**src/daie_pkg.sv**
```systemverilog
// ----------------------------------------------------------------------------
// daie_pkg
// Shared constants and types for the ascii int16 extractor.
// ----------------------------------------------------------------------------
package daie_pkg;

  localparam int unsigned MagW   = 16;
  localparam int unsigned CountW = 3;
  // wide enough for a 16-bit magnitude times ten plus a digit
  localparam int unsigned ProdW  = 20;

  localparam logic [7:0] CharNul   = 8'h00;
  localparam logic [7:0] CharZero  = 8'h30;
  localparam logic [7:0] CharNine  = 8'h39;
  localparam logic [7:0] CharMinus = 8'h2d;

  localparam logic [ProdW-1:0]  MaxPosMag  = ProdW'(32767);
  localparam logic [ProdW-1:0]  MaxNegMag  = ProdW'(32768);
  localparam logic [CountW-1:0] FullDigits = CountW'(4);

  typedef logic [MagW-1:0]   mag_t;
  typedef logic [CountW-1:0] count_t;
  typedef logic [ProdW-1:0]  prod_t;

  // one result item as held in the output register
  typedef struct packed {
    logic [MagW-1:0] value;
    logic            found;
    logic            eot;
  } result_t;

endpackage

```
**src/dirty_ascii_int16_extractor.sv**
```systemverilog
// ----------------------------------------------------------------------------
// dirty_ascii_int16_extractor
// Pulls signed 16-bit decimal numbers out of a stream of ascii bytes.
// ----------------------------------------------------------------------------
// usage:
//   input channel (text_byte_i, in_valid_i/in_ready_o) takes one ascii byte
//   per transfer; byte zero marks the end of the text
//   output channel (number_value_o, number_found_o, end_of_text_o,
//   out_valid_o/out_ready_i) gives at most one result per input byte
//   a result is registered and appears in the cycle after the byte that causes it
//   throughput: one byte per cycle while in_ready_o is high; the parse state is
//   updated in the same cycle that a byte is taken, so there is no feedback stall
//   a single output register holds a finished result; the input side keeps
//   taking bytes while it is empty or being drained in the same cycle
//   receiver stall: once the output register holds an untaken result,
//   in_ready_o drops until out_ready_i takes it
//   reset: accumulator, digit count and minus flag clear, output empty
// ----------------------------------------------------------------------------
module dirty_ascii_int16_extractor
  import daie_pkg::*;
(
  input  logic              clk_i,
  input  logic              rst_ni,
  input  logic [7:0]        text_byte_i,
  input  logic              in_valid_i,
  output logic              in_ready_o,
  output logic signed [15:0] number_value_o,
  output logic              number_found_o,
  output logic              end_of_text_o,
  output logic              out_valid_o,
  input  logic              out_ready_i
);

  // parse state
  mag_t    mag_q, mag_d;
  count_t  cnt_q, cnt_d;
  logic    minus_q, minus_d;

  // output register
  result_t res_q, res_d;
  logic    out_valid_q, out_valid_d;
  logic    emit;

  logic    in_xfer;
  logic    have;
  logic    is_digit;
  logic [3:0] digit;
  prod_t   next_mag;
  prod_t   limit;
  mag_t    emit_mag;

  // output register free or being emptied this cycle
  assign in_ready_o = !out_valid_q || out_ready_i;
  assign in_xfer    = in_valid_i && in_ready_o;

  assign have     = (cnt_q != '0);
  assign is_digit = (text_byte_i >= CharZero) && (text_byte_i <= CharNine);
  assign digit    = 4'(text_byte_i - CharZero);

  // mag * 10 + digit as (mag << 3) + (mag << 1) + digit
  assign next_mag = (prod_t'(mag_q) << 3) + (prod_t'(mag_q) << 1) + prod_t'(digit);
  assign limit    = minus_q ? MaxNegMag : MaxPosMag;

  always_comb begin
    mag_d    = mag_q;
    cnt_d    = cnt_q;
    minus_d  = minus_q;
    emit     = 1'b0;
    emit_mag = mag_q;
    res_d    = '0;

    if (in_xfer) begin
      priority if (text_byte_i == CharNul) begin
        // end of text: flush whatever is pending
        emit    = 1'b1;
        res_d.found = have;
        res_d.eot   = 1'b1;
        mag_d   = '0;
        cnt_d   = '0;
        minus_d = 1'b0;
      end else if (!is_digit) begin
        // junk ends a number; a minus arms the next one
        emit        = have;
        res_d.found = 1'b1;
        mag_d   = '0;
        cnt_d   = '0;
        minus_d = (text_byte_i == CharMinus);
      end else if (cnt_q >= FullDigits) begin
        emit        = 1'b1;
        res_d.found = 1'b1;
        if (next_mag <= limit) begin
          // fifth digit fits
          emit_mag = next_mag[MagW-1:0];
          mag_d    = '0;
          cnt_d    = '0;
          minus_d  = 1'b0;
        end else begin
          // overflow: four-digit number out, digit starts a fresh one
          mag_d   = mag_t'(digit);
          cnt_d   = count_t'(1);
          minus_d = 1'b0;
        end
      end else begin
        mag_d = next_mag[MagW-1:0];
        cnt_d = cnt_q + count_t'(1);
      end
    end

    if (res_d.found) begin
      res_d.value = minus_q ? (mag_t'(0) - emit_mag) : emit_mag;
    end

    // load a new result, drain an old one, or hold
    out_valid_d = out_valid_q;
    if (emit) begin
      out_valid_d = 1'b1;
    end else if (out_ready_i) begin
      out_valid_d = 1'b0;
    end
  end

  always_ff @(posedge clk_i or negedge rst_ni) begin
    if (!rst_ni) begin
      mag_q       <= '0;
      cnt_q       <= '0;
      minus_q     <= 1'b0;
      out_valid_q <= 1'b0;
    end else begin
      mag_q       <= mag_d;
      cnt_q       <= cnt_d;
      minus_q     <= minus_d;
      out_valid_q <= out_valid_d;
    end
  end

  // payload needs no reset
  always_ff @(posedge clk_i) begin
    if (emit) begin
      res_q <= res_d;
    end
  end

  assign out_valid_o    = out_valid_q;
  assign number_value_o = signed'(res_q.value);
  assign number_found_o = res_q.found;
  assign end_of_text_o  = res_q.eot;

endmodule

```
**config.mk**
```make
export PLATFORM = sky130hd
export DESIGN_NAME = dirty_ascii_int16_extractor
export DESIGN_NICKNAME = d
export VERILOG_FILES = /design/src/daie_pkg.sv /design/src/dirty_ascii_int16_extractor.sv
export SDC_FILE = /design/constraint.sdc
export NUM_CORES = 1
export LEC_CHECK = 0
export ABC_AREA = 1
export BUFFER_PORTS_ARGS = -buffer_cell sky130_fd_sc_hd__buf_4
export CAP_MARGIN = 20
export CORE_MARGIN = 8
export CORE_UTILIZATION = 65
export DETAILED_ROUTE_END_ITERATION = 16
export PLACE_DENSITY = 0.92
export SYNTH_ARGS = -nofsm -noshare
export SYNTH_HDL_FRONTEND = slang
export SYNTH_SLANG_ARGS = --single-unit
```
**constraint.sdc**
```tcl
create_clock -name clk_i -period 12.8 [get_ports clk_i]
set_input_delay 1.28 -clock clk_i [delete_from_list [all_inputs] [get_ports clk_i]]
set_output_delay 1.28 -clock clk_i [all_outputs]
set_load 0.005 [all_outputs]
```
==> flow_summary.html, run 1 <==
<table>
<tr><th>Metric</th><th>Value</th></tr>
<tr><th colspan="2">Outcome</th></tr>
<tr><td>Run status</td><td>completed</td></tr>
<tr><th colspan="2">Synth</th></tr>
<tr><td>Post-synth EDFFs</td><td>18</td></tr>
<tr><td>Number of warnings printed during yosys synthesis</td><td>0</td></tr>
<tr><td>Dominant cell by count in the synthesized netlist</td><td>nand2_1</td></tr>
<tr><td>Share of flip-flops with an asynchronous set or reset</td><td>53.8%</td></tr>
<tr><td>Number of nets in the synthesized netlist</td><td>604</td></tr>
<tr><td>Commonest cells in the netlist</td><td>153 x nand2_1, 76 x inv_1, 50 x ha_1, 43 x nor2_1, 29 x nand3_1</td></tr>
<tr><td>Number of standard cells after synthesis</td><td>540</td></tr>
<tr><td>Sequential element share of the synthesized area</td><td>27.7%</td></tr>
<tr><td>Synth cell types</td><td>42</td></tr>
<tr><td>Largest cells by area after synthesis</td><td>ha_1 16%, nand2_1 15%, edfxtp_1 14%, dfrtp_1 14%, inv_1 7.4%</td></tr>
<tr><td>Portion of synthesized cell area occupied by the leading cell type</td><td>16.3%</td></tr>
<tr><td>Cell area after synthesis</td><td>0.00384 mm^2</td></tr>
<tr><td>Cell accounting for the most synthesized area</td><td>ha_1</td></tr>
<tr><td>Register bit total from synthesis</td><td>39</td></tr>
<tr><td>Commonest register cell after synthesis</td><td>dfrtp_1</td></tr>
<tr><td>Mean instance size in the synthesized netlist</td><td>7.12 um^2</td></tr>
<tr><th colspan="2">Critical path</th></tr>
<tr><td>Worst-case register-to-register setup slack</td><td>7190 ps</td></tr>
<tr><td>CP max stage cell</td><td>fa_1</td></tr>
<tr><td>Slowest Stage Delay on Critical Path</td><td>560 ps</td></tr>
<tr><td>Top cell by count, worst path</td><td>nand2_1</td></tr>
<tr><td>Crit path DAT</td><td>6320 ps</td></tr>
<tr><td>Reg2Reg Capture Point</td><td>number_value_o[10]</td></tr>
<tr><td>Top fanout value on the critical path</td><td>20</td></tr>
<tr><td>Launch point of the worst reg-to-reg path</td><td>mag_q[2]</td></tr>
<tr><td>Endpoint required time on the critical path</td><td>12850 ps</td></tr>
<tr><td>Critical path buffer and inverter count</td><td>4</td></tr>
<tr><td>Top delay family on crit path</td><td>simple AND/OR/NAND/NOR gates</td></tr>
<tr><td>Critical path type</td><td>primary input to flip-flop</td></tr>
<tr><td>Crit path launch type</td><td>primary input</td></tr>
<tr><td>Sort of element at the end of the critical path</td><td>flip-flop</td></tr>
<tr><td>Length in cells of the worst reg-to-reg path</td><td>28</td></tr>
<tr><th colspan="2">Clocking</th></tr>
<tr><td>Num CTS Buffers</td><td>5</td></tr>
<tr><td>Buffer levels on the longest clock path</td><td>2</td></tr>
<tr><td>Post-CTS setup buffers</td><td>0</td></tr>
<tr><td>Sink count of the clock tree</td><td>39</td></tr>
<tr><td>Gates resized, CTS repair</td><td>0</td></tr>
<tr><td>H-tree levels</td><td>2</td></tr>
<tr><td>Hold-fix buffers at CTS</td><td>0</td></tr>
<tr><td>Latest clock arrival within the worst-skew pair</td><td>300 ps</td></tr>
<tr><td>CTS tree</td><td>yes</td></tr>
<tr><td>Clock transition time at the flip-flop clock pins of the worst setup and hold paths</td><td>80 ps</td></tr>
<tr><td>Root Buffer</td><td>clkbuf_8</td></tr>
<tr><th colspan="2">Routing</th></tr>
<tr><td>Wire length per cell after detailed routing</td><td>14.9 um</td></tr>
<tr><td>Routed via count</td><td>3802</td></tr>
<tr><td>Remaining DRCs</td><td>0</td></tr>
<tr><td>Number of detailed-route iterations in the first pass</td><td>5</td></tr>
<tr><td>Total routed wirelength</td><td>9.57 mm</td></tr>
<tr><td>Initial DRC count</td><td>353</td></tr>
<tr><td>Number of vias per cell after detailed routing</td><td>5.90</td></tr>
<tr><td>Number of nets with antenna violations after detailed routing</td><td>0</td></tr>
<tr><th colspan="2">Place</th></tr>
<tr><td>Number of port buffers</td><td>31</td></tr>
<tr><td>Half-perimeter wire length after detailed placement</td><td>7.47 mm</td></tr>
<tr><td>Final estimated routing congestion in global placement</td><td>0.967</td></tr>
<tr><th colspan="2">Layout</th></tr>
<tr><td>Total of fill cells in the finished design</td><td>483</td></tr>
<tr><td>Number of antenna cells inserted</td><td>0</td></tr>
<tr><td>Layout overhead on the synthesized area</td><td>10.1%</td></tr>
<tr><td># nets final</td><td>632</td></tr>
<tr><td>Fraction of the core area covered by cells at the end of the flow</td><td>72.8%</td></tr>
<tr><td>Share of post-route cells with drive strength above 1</td><td>12.1%</td></tr>
<tr><th colspan="2">STA</th></tr>
<tr><td>Slew at the pin closest to its max-slew limit</td><td>1170 ps</td></tr>
<tr><td>RSZ-0062 raised after global routing</td><td>false</td></tr>
<tr><td>Post-route clock skew</td><td>11.1 ps</td></tr>
<tr><td>Tmin final</td><td>6270 ps</td></tr>
<tr><td>Setup violations, final</td><td>0</td></tr>
<tr><td>Final max-slew violation count</td><td>0</td></tr>
<tr><td>Count of endpoints failing hold in the final timing report</td><td>0</td></tr>
<tr><td>Highest achievable clock rate</td><td>160 MHz</td></tr>
<tr><td>Post-Route Setup TNS</td><td>0 ps</td></tr>
<tr><td>Period utilisation layout</td><td>49.0%</td></tr>
<tr><td>Headroom to the max-slew limit</td><td>21.8%</td></tr>
<tr><th colspan="2">GRT</th></tr>
<tr><td>Number of antenna violations at the first check in global routing</td><td>0</td></tr>
<tr><td>Global-route wire length before repair</td><td>16.3 mm</td></tr>
<tr><td>Vias in the first global route</td><td>3725</td></tr>
<tr><td>Final global-route overflow total</td><td>0</td></tr>
<tr><td>Total global-route track usage</td><td>22.7%</td></tr>
<tr><td>Largest net degree at the start of global routing</td><td>32</td></tr>
<tr><th colspan="2">Worst hold path</th></tr>
<tr><td>Hold-critical path endpoint</td><td>out_valid_o</td></tr>
<tr><td>Type of the tightest min-delay check</td><td>flip-flop to flip-flop</td></tr>
<tr><td>Hold_sp</td><td>out_valid_o</td></tr>
<tr><td>Worst Hold Path Cells</td><td>2</td></tr>
<tr><th colspan="2">Power and ir drop</th></tr>
<tr><td>LEAKAGE</td><td>2.43 nW</td></tr>
<tr><td>Part of the power in the clock network</td><td>39.5%</td></tr>
<tr><td>Power Internal</td><td>0.197 mW</td></tr>
<tr><td>Switching component of the power</td><td>0.0594 mW</td></tr>
<tr><td>Fraction of power spent switching nets</td><td>23.2%</td></tr>
<tr><td>Comb pwr share</td><td>8.8%</td></tr>
<tr><td>Largest vdd supply drop</td><td>84.9 uV</td></tr>
<tr><td>Flop pwr share</td><td>51.7%</td></tr>
<tr><td>Power per Cell Area</td><td>60.6 mW/mm^2</td></tr>
<tr><th colspan="2">Floorplanning</th></tr>
<tr><td>Die Width</td><td>92.9 um</td></tr>
<tr><td>Io pins</td><td>32</td></tr>
<tr><td>Row Count</td><td>28</td></tr>
<tr><td>Die Footprint</td><td>0.00863 mm^2</td></tr>
<tr><td>Area of the core</td><td>0.00582 mm^2</td></tr>
<tr><td>Starting density of the core</td><td>66.1%</td></tr>
<tr><td>Die height</td><td>92.9 um</td></tr>
<tr><th colspan="2">Run</th></tr>
<tr><td>Number of max-cap violations</td><td>0</td></tr>
</table>
tightest hold or removal path, stage by stage, from the launching register on:
cell and delay (ps):
dfrtp_1 360, nand2_1 90, o21ai_0 80
cell type report:
cell class	count	area (um^2)	share of cell area, %
Multi-Input combinational cell	412	2430	57.5
Sequential cell	39	1070	25.2
Inverter	78	293	6.92
Clock buffer	5	68.8	1.63
Clock inverter	3	38.8	0.917
Tap cell	75	93.8	2.22
Timing Repair Buffer	32	240	5.68
power by group through the flow:
| stage | registers (mW) | clock network [mW] | logic (mW) |
|---|---|---|---|
| 6_report | 0.132 | 0.101 | 0.0225 |
| 5_1_grt | 0.132 | 0.104 | 0.0254 |
| 4_1_cts | 0.132 | 0.101 | 0.0224 |
| 3_5_place_dp | 0.135 | 0 | 0.0223 |
| 3_3_place_gp | 0.135 | 0 | 0.0212 |
| 2_1_floorplan | 0.135 | 0 | 0.0130 |
cells by family (layout without fill, tap and decap cells):
family                     Yosys count  count (layout)  share of synthesized area, %
and+or+nand+nor                    273             273                          31.5
buffers and inverters               89             118                          8.99
AOI/OAI and AO/OA                   75              75                          11.7
adders and majority gates           52              52                          17.3
DFF                                 39              39                          27.7
xor gates and xnor gates            12              12                          2.74
flip-flops by register name, summed over array words and instances, names as in the netlist:
name            count
number_value_o     16
cnt_q               3
mag_q              16
out_valid_o         1
end_of_text_o       1
number_found_o      1
minus_q             1
metrics by stage:
step	setup slack [ps]	cell area [um^2]	cells	hold WS [ps]	total power, mW
floorplan	7570	3840	540	505	0.148
global placement	6660	4120	636	535	0.156
detailed placement	6410	4120	636	530	0.157
CTS	6690	4230	644	561	0.255
global route	6150	4230	644	591	0.262
finish	6530	4230	644	559	0.256
how the worst max path moves through the flow:
stage / startpoint / endpoint / cells after the start
global placement: text_byte_i[3] / number_value_o[12] / 29
detailed placement: text_byte_i[3] / number_value_o[10] / 29
finish: text_byte_i[3] / number_value_o[10] / 29
floorplan: text_byte_i[3] / number_value_o[12] / 30
global route: text_byte_i[3] / number_value_o[12] / 31
CTS: text_byte_i[3] / number_value_o[10] / 29
per-layer routing:
layer  GRT usage, %  part of all wire, %  vias up
li1               -                    -     1850
met1           26.9                   42     1722
met2           39.7                   49      198
met3           3.24                  6.1       32
met4           9.93                  2.8        0
met5              0                    0        -
cell usage in the layout (no fill, tap or decap), types with 2 or more instances in the layout:
master	instances
nand2_2	10
nor2_1	43
nand2_4	2
clkbuf_8	5
a32o_1	3
o21bai_1	2
buf_4	32
o21ai_2	5
inv_2	2
nor2_4	2
nor2_2	4
o31ai_1	2
xnor2_1	6
dfrtp_1	21
xor2_1	6
o22ai_1	6
fa_1	2
a21oi_1	28
o21ai_0	19
nand3_1	29
edfxtp_1	18
nor3_1	7
o211ai_1	3
ha_1	50
nand4_1	14
nand2_1	153
and3_1	3
inv_1	76
nand3_2	2
Note: power is estimated with default switching activity, not from simulation.
==> run 2: changes to the inputs <==
--- a/config.mk
+++ b/config.mk
@@ -5,13 +5,13 @@
 export SDC_FILE = /design/constraint.sdc
 export NUM_CORES = 1
 export LEC_CHECK = 0
-export ABC_AREA = 1
+export ABC_AREA = 0
 export BUFFER_PORTS_ARGS = -buffer_cell sky130_fd_sc_hd__buf_4
 export CAP_MARGIN = 20
 export CORE_MARGIN = 8
-export CORE_UTILIZATION = 65
+export CORE_UTILIZATION = 56
 export DETAILED_ROUTE_END_ITERATION = 16
-export PLACE_DENSITY = 0.92
+export PLACE_DENSITY = 0.84
 export SYNTH_ARGS = -nofsm -noshare
 export SYNTH_HDL_FRONTEND = slang
 export SYNTH_SLANG_ARGS = --single-unit
==> constraint.sdc (replaced) <==
create_clock -name clk_i -period 5.25 [get_ports clk_i]
set_input_delay 0.525 -clock clk_i [delete_from_list [all_inputs] [get_ports clk_i]]
set_output_delay 0.525 -clock clk_i [all_outputs]
set_load 0.005 [all_outputs]
==> run 2 against run 1 <==
Effect of this change:
- final cell count down 7.9%
- final area up 13%
- register-to-register slack worse by 7100 ps
- global-route usage down 2.1 points
- total power rose to 2.5 times the previous value
- synthesized area up 4.2%
- combinational power rose to 3.6 times the previous value
- critical path type is now flip-flop to flip-flop
- synthesized cell count down 20%
- die area up 17%
- wire length up 9.4%
- non-clock buffer count up 40
- worst hold slack worse by 460 ps
==> flow_summary.html, run 2 <==
<table>
<tr><th>Metric</th><th>Value</th></tr>
<tr><th colspan="2">Synth</th></tr>
<tr><td>Register bit total from synthesis</td><td>39</td></tr>
<tr><td>Mean instance size in the synthesized netlist</td><td>9.31 um^2</td></tr>
<tr><td>Share of flip-flops with an asynchronous set or reset</td><td>53.8%</td></tr>
<tr><td>Number of nets in the synthesized netlist</td><td>494</td></tr>
<tr><td>Post-synth EDFFs</td><td>18</td></tr>
<tr><td>Largest cells by area after synthesis</td><td>ha_1 16%, edfxtp_1 14%, dfrtp_1 13%, a21oi_1 4.0%, mux2i_1 3.5%</td></tr>
<tr><td>Dominant cell by count in the synthesized netlist</td><td>ha_1</td></tr>
<tr><td>Commonest register cell after synthesis</td><td>dfrtp_1</td></tr>
<tr><td>Commonest cells in the netlist</td><td>50 x ha_1, 35 x nand2_1, 32 x a21oi_1, 30 x nor2_1, 21 x dfrtp_1</td></tr>
<tr><td>Cell accounting for the most synthesized area</td><td>ha_1</td></tr>
<tr><td>Cell area after synthesis</td><td>0.00400 mm^2</td></tr>
<tr><td>Sequential element share of the synthesized area</td><td>26.6%</td></tr>
<tr><td>Portion of synthesized cell area occupied by the leading cell type</td><td>15.6%</td></tr>
<tr><td>Synth cell types</td><td>69</td></tr>
<tr><td>Number of warnings printed during yosys synthesis</td><td>0</td></tr>
<tr><td>Number of standard cells after synthesis</td><td>430</td></tr>
<tr><th colspan="2">Critical path</th></tr>
<tr><td>Top fanout value on the critical path</td><td>5</td></tr>
<tr><td>CP max stage cell</td><td>fa_1</td></tr>
<tr><td>Top delay family on crit path</td><td>adder cells</td></tr>
<tr><td>Reg2Reg Capture Point</td><td>number_value_o[10]</td></tr>
<tr><td>Crit path launch type</td><td>flip-flop</td></tr>
<tr><td>Worst-case register-to-register setup slack</td><td>60 ps</td></tr>
<tr><td>Launch point of the worst reg-to-reg path</td><td>mag_q[2]</td></tr>
<tr><td>Critical path cell sequence</td><td>fa_1 &gt; ha_1 &gt; a21oi_2 &gt; nor2_4 &gt; o2111ai_4 &gt; nand2_1 &gt; a31oi_1 &gt; xnor2_1 &gt; ha_1 &gt; buf_4 &gt; nand4_1 &gt; nor4_2 &gt; a21oi_1 &gt; o31a_1 &gt; nor2_2 &gt; nand4b_4 &gt; nor2_1 &gt; a21oi_2 &gt; ha_2 &gt; nand2_1 &gt; or2_1 &gt; o21ai_1 &gt; mux4_2 &gt; and3_1</td></tr>
<tr><td>Length in cells of the worst reg-to-reg path</td><td>24</td></tr>
<tr><td>Sort of element at the end of the critical path</td><td>flip-flop</td></tr>
<tr><td>Endpoint required time on the critical path</td><td>5300 ps</td></tr>
<tr><td>Slowest Stage Delay on Critical Path</td><td>490 ps</td></tr>
<tr><td>Critical path buffer and inverter count</td><td>1</td></tr>
<tr><td>Crit path DAT</td><td>5240 ps</td></tr>
<tr><td>Critical path type</td><td>flip-flop to flip-flop</td></tr>
<tr><th colspan="2">Routing</th></tr>
<tr><td>Wire length per cell after detailed routing</td><td>17.6 um</td></tr>
<tr><td>Initial DRC count</td><td>360</td></tr>
<tr><td>Routed via count</td><td>3773</td></tr>
<tr><td>Number of nets with antenna violations after detailed routing</td><td>0</td></tr>
<tr><td>Total routed wirelength</td><td>10.5 mm</td></tr>
<tr><td>Remaining DRCs</td><td>0</td></tr>
<tr><td>Number of vias per cell after detailed routing</td><td>6.36</td></tr>
<tr><td>Number of detailed-route iterations in the first pass</td><td>7</td></tr>
<tr><th colspan="2">Layout</th></tr>
<tr><td>Leading cell type in the layout, fill and taps excluded</td><td>buf_4</td></tr>
<tr><td>Share of post-route cells with drive strength above 1</td><td>27.3%</td></tr>
<tr><td>Number of antenna cells inserted</td><td>0</td></tr>
<tr><td>Most frequent cells in the layout</td><td>72 x buf_4, 48 x ha_1, 34 x nand2_1</td></tr>
<tr><td>Layout overhead on the synthesized area</td><td>20.0%</td></tr>
<tr><td># nets final</td><td>557</td></tr>
<tr><th colspan="2">Clocking</th></tr>
<tr><td>Root Buffer</td><td>clkbuf_8</td></tr>
<tr><td>Latest clock arrival within the worst-skew pair</td><td>300 ps</td></tr>
<tr><td>Buffer levels on the longest clock path</td><td>2</td></tr>
<tr><td>Clock transition time at the flip-flop clock pins of the worst setup and hold paths</td><td>80 ps</td></tr>
<tr><td>Sink count of the clock tree</td><td>39</td></tr>
<tr><td>Hold-fix buffers at CTS</td><td>0</td></tr>
<tr><td>CTS tree</td><td>yes</td></tr>
<tr><td>Num CTS Buffers</td><td>5</td></tr>
<tr><td>H-tree levels</td><td>2</td></tr>
<tr><th colspan="2">GRT</th></tr>
<tr><td>Number of antenna violations at the first check in global routing</td><td>0</td></tr>
<tr><td>Total global-route track usage</td><td>20.6%</td></tr>
<tr><td>Largest net degree at the start of global routing</td><td>29</td></tr>
<tr><td>Global-route wire length before repair</td><td>17.1 mm</td></tr>
<tr><td>Vias in the first global route</td><td>3569</td></tr>
<tr><td>Final global-route overflow total</td><td>0</td></tr>
<tr><th colspan="2">STA</th></tr>
<tr><td>Slew at the pin closest to its max-slew limit</td><td>1130 ps</td></tr>
<tr><td>Highest achievable clock rate</td><td>193 MHz</td></tr>
<tr><td>Final max-slew violation count</td><td>0</td></tr>
<tr><td>Worst slack on hold paths</td><td>96.8 ps</td></tr>
<tr><td>Post-Route Setup TNS</td><td>0 ps</td></tr>
<tr><td>Setup violations, final</td><td>0</td></tr>
<tr><td>Count of endpoints failing hold in the final timing report</td><td>0</td></tr>
<tr><td>Period utilisation layout</td><td>98.8%</td></tr>
<tr><td>RSZ-0062 raised after global routing</td><td>true</td></tr>
<tr><td>Headroom to the max-slew limit</td><td>24.4%</td></tr>
<tr><td>Post-route clock skew</td><td>11.5 ps</td></tr>
<tr><td>Tmin final</td><td>5190 ps</td></tr>
<tr><th colspan="2">Power and ir drop</th></tr>
<tr><td>LEAKAGE</td><td>2.35 nW</td></tr>
<tr><td>Largest vdd supply drop</td><td>93.5 uV</td></tr>
<tr><td>Power per Cell Area</td><td>135 mW/mm^2</td></tr>
<tr><th colspan="2">Run</th></tr>
<tr><td>Number of max-cap violations</td><td>0</td></tr>
<tr><th colspan="2">Floorplanning</th></tr>
<tr><td>Die height</td><td>101 um</td></tr>
<tr><td>Area of the core</td><td>0.00710 mm^2</td></tr>
<tr><td>Io pins</td><td>32</td></tr>
<tr><td>Die Width</td><td>101 um</td></tr>
<tr><td>Die Footprint</td><td>0.0101 mm^2</td></tr>
<tr><td>Row Count</td><td>31</td></tr>
<tr><td>Starting density of the core</td><td>56.4%</td></tr>
<tr><th colspan="2">Place</th></tr>
<tr><td>Number of port buffers</td><td>31</td></tr>
<tr><td>Final estimated routing congestion in global placement</td><td>0.937</td></tr>
<tr><td>Half-perimeter wire length after detailed placement</td><td>8.08 mm</td></tr>
<tr><th colspan="2">Outcome</th></tr>
<tr><td>Run status</td><td>completed</td></tr>
<tr><th colspan="2">Worst hold path</th></tr>
<tr><td>Type of the tightest min-delay check</td><td>primary input to asynchronous set/reset pin</td></tr>
</table>
## run 2: changes by cell type in the layout (fill, tap and decap cells not counted), moves of 6 or more
| cell | previous run | this run |
|---|---|---|
| buf_4 | 32 | 72 |
| a21oi_2 | 0 | 7 |
| nand2_1 | 153 | 34 |
| mux2i_1 | 0 | 13 |
| nand2_2 | 10 | 1 |
| nand4_1 | 14 | 8 |
| a22o_1 | 1 | 14 |
| inv_1 | 76 | 14 |
| nand3_1 | 29 | 16 |
| nor2_1 | 43 | 28 |
| a21o_1 | 0 | 12 |
| o21ai_0 | 19 | 13 |
## run 2: final cells by class
| type | count | area, um^2 |
|---|---|---|
| Inverter | 16 | 60.1 |
| Fill cell | 544 | 2300 |
| Multi-Input combinational cell | 359 | 2900 |
| Sequential cell | 39 | 1070 |
| Tap cell | 99 | 124 |
| Clock inverter | 3 | 38.8 |
| Clock buffer | 5 | 68.8 |
| Timing Repair Buffer | 72 | 541 |
## run 2: worst max path at each step
stage | startpoint | end | slack [ps] | cells past startpoint
finish | mag_q[2] | number_value_o[10] | 60 | 24
global route | mag_q[2] | number_value_o[10] | -220 | 24
CTS | mag_q[2] | number_value_o[10] | 30 | 22
detailed placement | text_byte_i[3] | number_value_o[10] | -300 | 23
global placement | text_byte_i[3] | number_value_o[8] | -3 | 22
floorplan | text_byte_i[3] | number_value_o[10] | 8 | 24
## run 2: layer usage
| layer | GRT usage [%] | vias to the layer above | wire length [um] |
|---|---|---|---|
| li1 | - | 1782 | - |
| met1 | 26.0 | 1808 | 4400 |
| met2 | 35.4 | 162 | 5110 |
| met3 | 2.49 | 21 | 763 |
| met4 | 6.74 | 0 | 194 |
| met5 | 0 | - | 0 |
## run 2: report_power, final
| group | switching [mW] | leakage [nW] | total (mW) | internal (mW) |
|---|---|---|---|---|
| Sequential | 0.00181 | 0.453 | 0.322 | 0.321 |
| Combinational | 0.0485 | 1.84 | 0.0806 | 0.0321 |
| Clock | 0.106 | 0.0556 | 0.245 | 0.139 |
| Total | 0.156 | 2.35 | 0.648 | 0.492 |
## run 2: metrics by stage
step | power, mW | setup slack, ps | util [%] | instances | cell area, um^2
3_5_place_dp | 0.406 | -298 | 64.3 | 578 | 4560
2_1_floorplan | 0.374 | 7.57 | - | 430 | 4030
4_1_cts | 0.645 | 26.9 | 66.0 | 586 | 4680
5_1_grt | 0.664 | -222 | 67.7 | 593 | 4800
6_report | 0.648 | 60.6 | 67.7 | 593 | 4800
3_3_place_gp | 0.402 | -2.87 | 64.3 | 578 | 4560
## run 2: repair_timing
action	in CTS	in global routing
pin swaps	0	5
hold endpoints to repair	0	0
buffers inserted	0	7
endpoints found under the setup margin	4	5
resized for setup	2	18
## run 2: kinds of logic (layout without fill, tap and decap cells)
family	after synthesis	count (layout)	synth area share, %
flip-flops	39	39	26.6
adder cells (fa/ha/maj)	52	52	16.6
buffers and inverters	32	96	3.53
AND/OR/NAND/NOR	153	153	20.4
XOR/XNOR	10	10	2.19
AO/OA/AOI/OAI	122	122	23.4
multiplexers	22	22	7.16
==> run 3: changes to the inputs <==
--- a/config.mk
+++ b/config.mk
@@ -9,9 +9,10 @@
 export BUFFER_PORTS_ARGS = -buffer_cell sky130_fd_sc_hd__buf_4
 export CAP_MARGIN = 20
 export CORE_MARGIN = 8
-export CORE_UTILIZATION = 56
+export CORE_UTILIZATION = 35
+export CTS_CLUSTER_SIZE = 28
 export DETAILED_ROUTE_END_ITERATION = 16
-export PLACE_DENSITY = 0.84
+export PLACE_DENSITY = 0.59
 export SYNTH_ARGS = -nofsm -noshare
 export SYNTH_HDL_FRONTEND = slang
 export SYNTH_SLANG_ARGS = --single-unit
==> run 3 against run 2 <==
Effect of this change:
- worst hold slack gained 25 ps
- die area grew 50%
- largest cell class unchanged
- final area grew 4.5%
- via count shrank 2.3%
- non-clock buffer count grew 18
- largest power group unchanged
- core utilization shrank 23 points
- sequential cell count is the same
- register-to-register slack gained 40 ps
==> flow_summary.html, run 3 (synthesis results as in run 2) <==
<table>
<tr><th>Metric</th><th>Value</th></tr>
<tr><th colspan="2">Floorplanning</th></tr>
<tr><td>Die Footprint</td><td>0.0151 mm^2</td></tr>
<tr><td>Io pins</td><td>32</td></tr>
<tr><td>Area of the core</td><td>0.0113 mm^2</td></tr>
<tr><td>Die Width</td><td>123 um</td></tr>
<tr><td>Die height</td><td>123 um</td></tr>
<tr><td>Starting density of the core</td><td>35.5%</td></tr>
<tr><td>Row Count</td><td>39</td></tr>
<tr><th colspan="2">Layout</th></tr>
<tr><td>Most frequent cells in the layout</td><td>90 x buf_4, 49 x ha_1, 35 x nand2_1</td></tr>
<tr><td>Share of post-route cells with drive strength above 1</td><td>28.3%</td></tr>
<tr><td>Area of all sequential standard cells</td><td>0.00107 mm^2</td></tr>
<tr><td>Fraction of the core area covered by cells at the end of the flow</td><td>44.5%</td></tr>
<tr><td>Number of antenna cells inserted</td><td>0</td></tr>
<tr><td># nets final</td><td>575</td></tr>
<tr><td>Total of fill cells in the finished design</td><td>1072</td></tr>
<tr><td>Layout overhead on the synthesized area</td><td>25.4%</td></tr>
<tr><td>Leading cell type in the layout, fill and taps excluded</td><td>buf_4</td></tr>
<tr><td>Area occupied by multi-input gates</td><td>0.00289 mm^2</td></tr>
<tr><th colspan="2">GRT</th></tr>
<tr><td>Final global-route overflow total</td><td>0</td></tr>
<tr><td>Total global-route track usage</td><td>14.6%</td></tr>
<tr><td>Number of antenna violations at the first check in global routing</td><td>0</td></tr>
<tr><td>Largest net degree at the start of global routing</td><td>25</td></tr>
<tr><td>Global-route wire length before repair</td><td>17.9 mm</td></tr>
<tr><td>Vias in the first global route</td><td>3532</td></tr>
<tr><th colspan="2">Routing</th></tr>
<tr><td>Number of nets with antenna violations after detailed routing</td><td>0</td></tr>
<tr><td>Routed via count</td><td>3686</td></tr>
<tr><td>Initial DRC count</td><td>223</td></tr>
<tr><td>Wire length per cell after detailed routing</td><td>16.7 um</td></tr>
<tr><td>Remaining DRCs</td><td>0</td></tr>
<tr><td>Number of detailed-route iterations in the first pass</td><td>4</td></tr>
<tr><td>Total routed wirelength</td><td>10.9 mm</td></tr>
<tr><td>Number of vias per cell after detailed routing</td><td>5.63</td></tr>
<tr><th colspan="2">Power and ir drop</th></tr>
<tr><td>Switching component of the power</td><td>0.165 mW</td></tr>
<tr><td>LEAKAGE</td><td>2.47 nW</td></tr>
<tr><td>Largest vdd supply drop</td><td>252 uV</td></tr>
<tr><td>Comb pwr share</td><td>11.9%</td></tr>
<tr><td>Part of the power in the clock network</td><td>42.6%</td></tr>
<tr><td>Fraction of power spent switching nets</td><td>23.3%</td></tr>
<tr><td>Power Internal</td><td>0.544 mW</td></tr>
<tr><td>Flop pwr share</td><td>45.5%</td></tr>
<tr><td>Power per Cell Area</td><td>141 mW/mm^2</td></tr>
<tr><th colspan="2">Critical path</th></tr>
<tr><td>Crit path launch type</td><td>flip-flop</td></tr>
<tr><td>CP max stage cell</td><td>fa_1</td></tr>
<tr><td>Sort of element at the end of the critical path</td><td>flip-flop</td></tr>
<tr><td>Critical path buffer and inverter count</td><td>2</td></tr>
<tr><td>Top delay family on crit path</td><td>adder cells</td></tr>
<tr><td>Crit path DAT</td><td>5190 ps</td></tr>
<tr><td>Endpoint required time on the critical path</td><td>5290 ps</td></tr>
<tr><td>Critical path type</td><td>flip-flop to flip-flop</td></tr>
<tr><td>Worst-case register-to-register setup slack</td><td>100 ps</td></tr>
<tr><td>Slowest Stage Delay on Critical Path</td><td>570 ps</td></tr>
<tr><td>Length in cells of the worst reg-to-reg path</td><td>24</td></tr>
<tr><td>Reg2Reg Capture Point</td><td>number_value_o[10]</td></tr>
<tr><td>Top fanout value on the critical path</td><td>5</td></tr>
<tr><td>Critical path cell sequence</td><td>fa_1 &gt; inv_2 &gt; fa_2 &gt; and2b_2 &gt; o2111ai_4 &gt; nand2_1 &gt; a31oi_2 &gt; xnor2_1 &gt; ha_1 &gt; nand2_1 &gt; o21a_1 &gt; o211ai_1 &gt; o31a_1 &gt; nor2_2 &gt; nand4b_4 &gt; nor2_1 &gt; a21oi_2 &gt; ha_2 &gt; inv_2 &gt; nor4_4 &gt; nand2_1 &gt; o31ai_1 &gt; mux4_2 &gt; and3_1</td></tr>
<tr><td>Top cell by count, worst path</td><td>nand2_1</td></tr>
<tr><td>Launch point of the worst reg-to-reg path</td><td>mag_q[0]</td></tr>
<tr><th colspan="2">Clocking</th></tr>
<tr><td>H-tree levels</td><td>2</td></tr>
<tr><td>Clock transition time at the flip-flop clock pins of the worst setup and hold paths</td><td>60 ps</td></tr>
<tr><td>Latest clock arrival within the worst-skew pair</td><td>290 ps</td></tr>
<tr><td>Root Buffer</td><td>clkbuf_16</td></tr>
<tr><td>Num CTS Buffers</td><td>5</td></tr>
<tr><td>Sink count of the clock tree</td><td>39</td></tr>
<tr><td>CTS tree</td><td>yes</td></tr>
<tr><td>Buffer levels on the longest clock path</td><td>2</td></tr>
<tr><td>Hold-fix buffers at CTS</td><td>0</td></tr>
<tr><th colspan="2">STA</th></tr>
<tr><td>Final max-slew violation count</td><td>0</td></tr>
<tr><td>Post-Route Setup TNS</td><td>0 ps</td></tr>
<tr><td>Highest achievable clock rate</td><td>194 MHz</td></tr>
<tr><td>Setup violations, final</td><td>0</td></tr>
<tr><td>Slew at the pin closest to its max-slew limit</td><td>781 ps</td></tr>
<tr><td>Final setup slack of the worst path</td><td>95.8 ps</td></tr>
<tr><td>Tmin final</td><td>5150 ps</td></tr>
<tr><td>Count of endpoints failing hold in the final timing report</td><td>0</td></tr>
<tr><td>Headroom to the max-slew limit</td><td>47.8%</td></tr>
<tr><td>RSZ-0062 raised after global routing</td><td>true</td></tr>
<tr><td>Worst slack on hold paths</td><td>122 ps</td></tr>
<tr><td>Post-route clock skew</td><td>6.23 ps</td></tr>
<tr><td>Period utilisation layout</td><td>98.2%</td></tr>
<tr><th colspan="2">Place</th></tr>
<tr><td>Final estimated routing congestion in global placement</td><td>0.901</td></tr>
<tr><td>Half-perimeter wire length after detailed placement</td><td>8.79 mm</td></tr>
<tr><td>Number of port buffers</td><td>31</td></tr>
<tr><td>Pre-CTS worst setup slack</td><td>-355 ps</td></tr>
<tr><th colspan="2">Outcome</th></tr>
<tr><td>Run status</td><td>completed</td></tr>
<tr><th colspan="2">Worst hold path</th></tr>
<tr><td>Type of the tightest min-delay check</td><td>primary input to asynchronous set/reset pin</td></tr>
<tr><th colspan="2">Run</th></tr>
<tr><td>Number of max-cap violations</td><td>0</td></tr>
</table>
run 3: cell types whose count changed in the layout (fill, tap and decap cells not counted), moves of 3 or more:
cell / previous run / this run
buf_4: 72 / 90
dfrtp_1: 17 / 20
clkbuf_16: 0 / 5
clkbuf_8: 5 / 1
dfrtp_2: 4 / 1
run 3: worst reg2reg max path, delay by kind of cell (launching register included):
kind	cells	cell delay [ps]
flip-flops	1	420
AO/OA/AOI/OAI	7	930
XOR/XNOR	1	230
buffers and inverters	2	140
AND/OR/NAND/NOR	9	1270
adder cells (fa/ha/maj)	4	1430
multiplexers	1	470
run 3: area by class of cell:
type / count / area share, %
flip-flops and latches: 39 / 21.3
multi-input cells: 359 / 57.6
clock inverters: 1 / 0.0748
clock buffers: 7 / 2.84
repair buffers: 90 / 13.5
inverters: 16 / 1.20
well taps: 143 / 3.56
run 3: power by group through the flow:
stage	registers (mW)	logic, mW	clock network [mW]
after CTS	0.323	0.0819	0.310
after global routing	0.323	0.0935	0.325
final	0.323	0.0842	0.302
after global placement	0.328	0.0798	0
after detailed placement	0.328	0.0811	0
after floorplan	0.329	0.0453	0
run 3: how the worst max path moves through the flow:
stage	cells past startpoint	end	slack, ps	from
2_1_floorplan	24	number_value_o[10]	8	text_byte_i[3]
3_3_place_gp	22	number_value_o[8]	-90	text_byte_i[3]
3_5_place_dp	23	number_value_o[10]	-350	text_byte_i[3]
4_1_cts	24	number_value_o[10]	70	mag_q[0]
5_1_grt	23	number_value_o[10]	-190	mag_q[0]
6_report	24	number_value_o[10]	100	mag_q[0]
run 3: what timing repair did:
item,4_1_cts,5_1_grt
resized for setup,3,11
endpoints found under the setup margin,4,5
pin swaps,0,10
buffers inserted,0,6
run 3: routing by layer:
layer  GRT usage (%)  part of all wire [%]
met3            1.64                   5.6
met1            19.5                    45
met2            24.5                    48
met5               0                     0
met4            4.04                   1.4
run 3: per-stage QoR:
stage / total power [mW] / cell area [um^2] / std cells
after floorplan: 0.374 / 4030 / 430
after global placement: 0.408 / 4750 / 640
after detailed placement: 0.409 / 4750 / 640
after CTS: 0.714 / 4920 / 648
after global routing: 0.741 / 5020 / 655
final: 0.709 / 5020 / 655
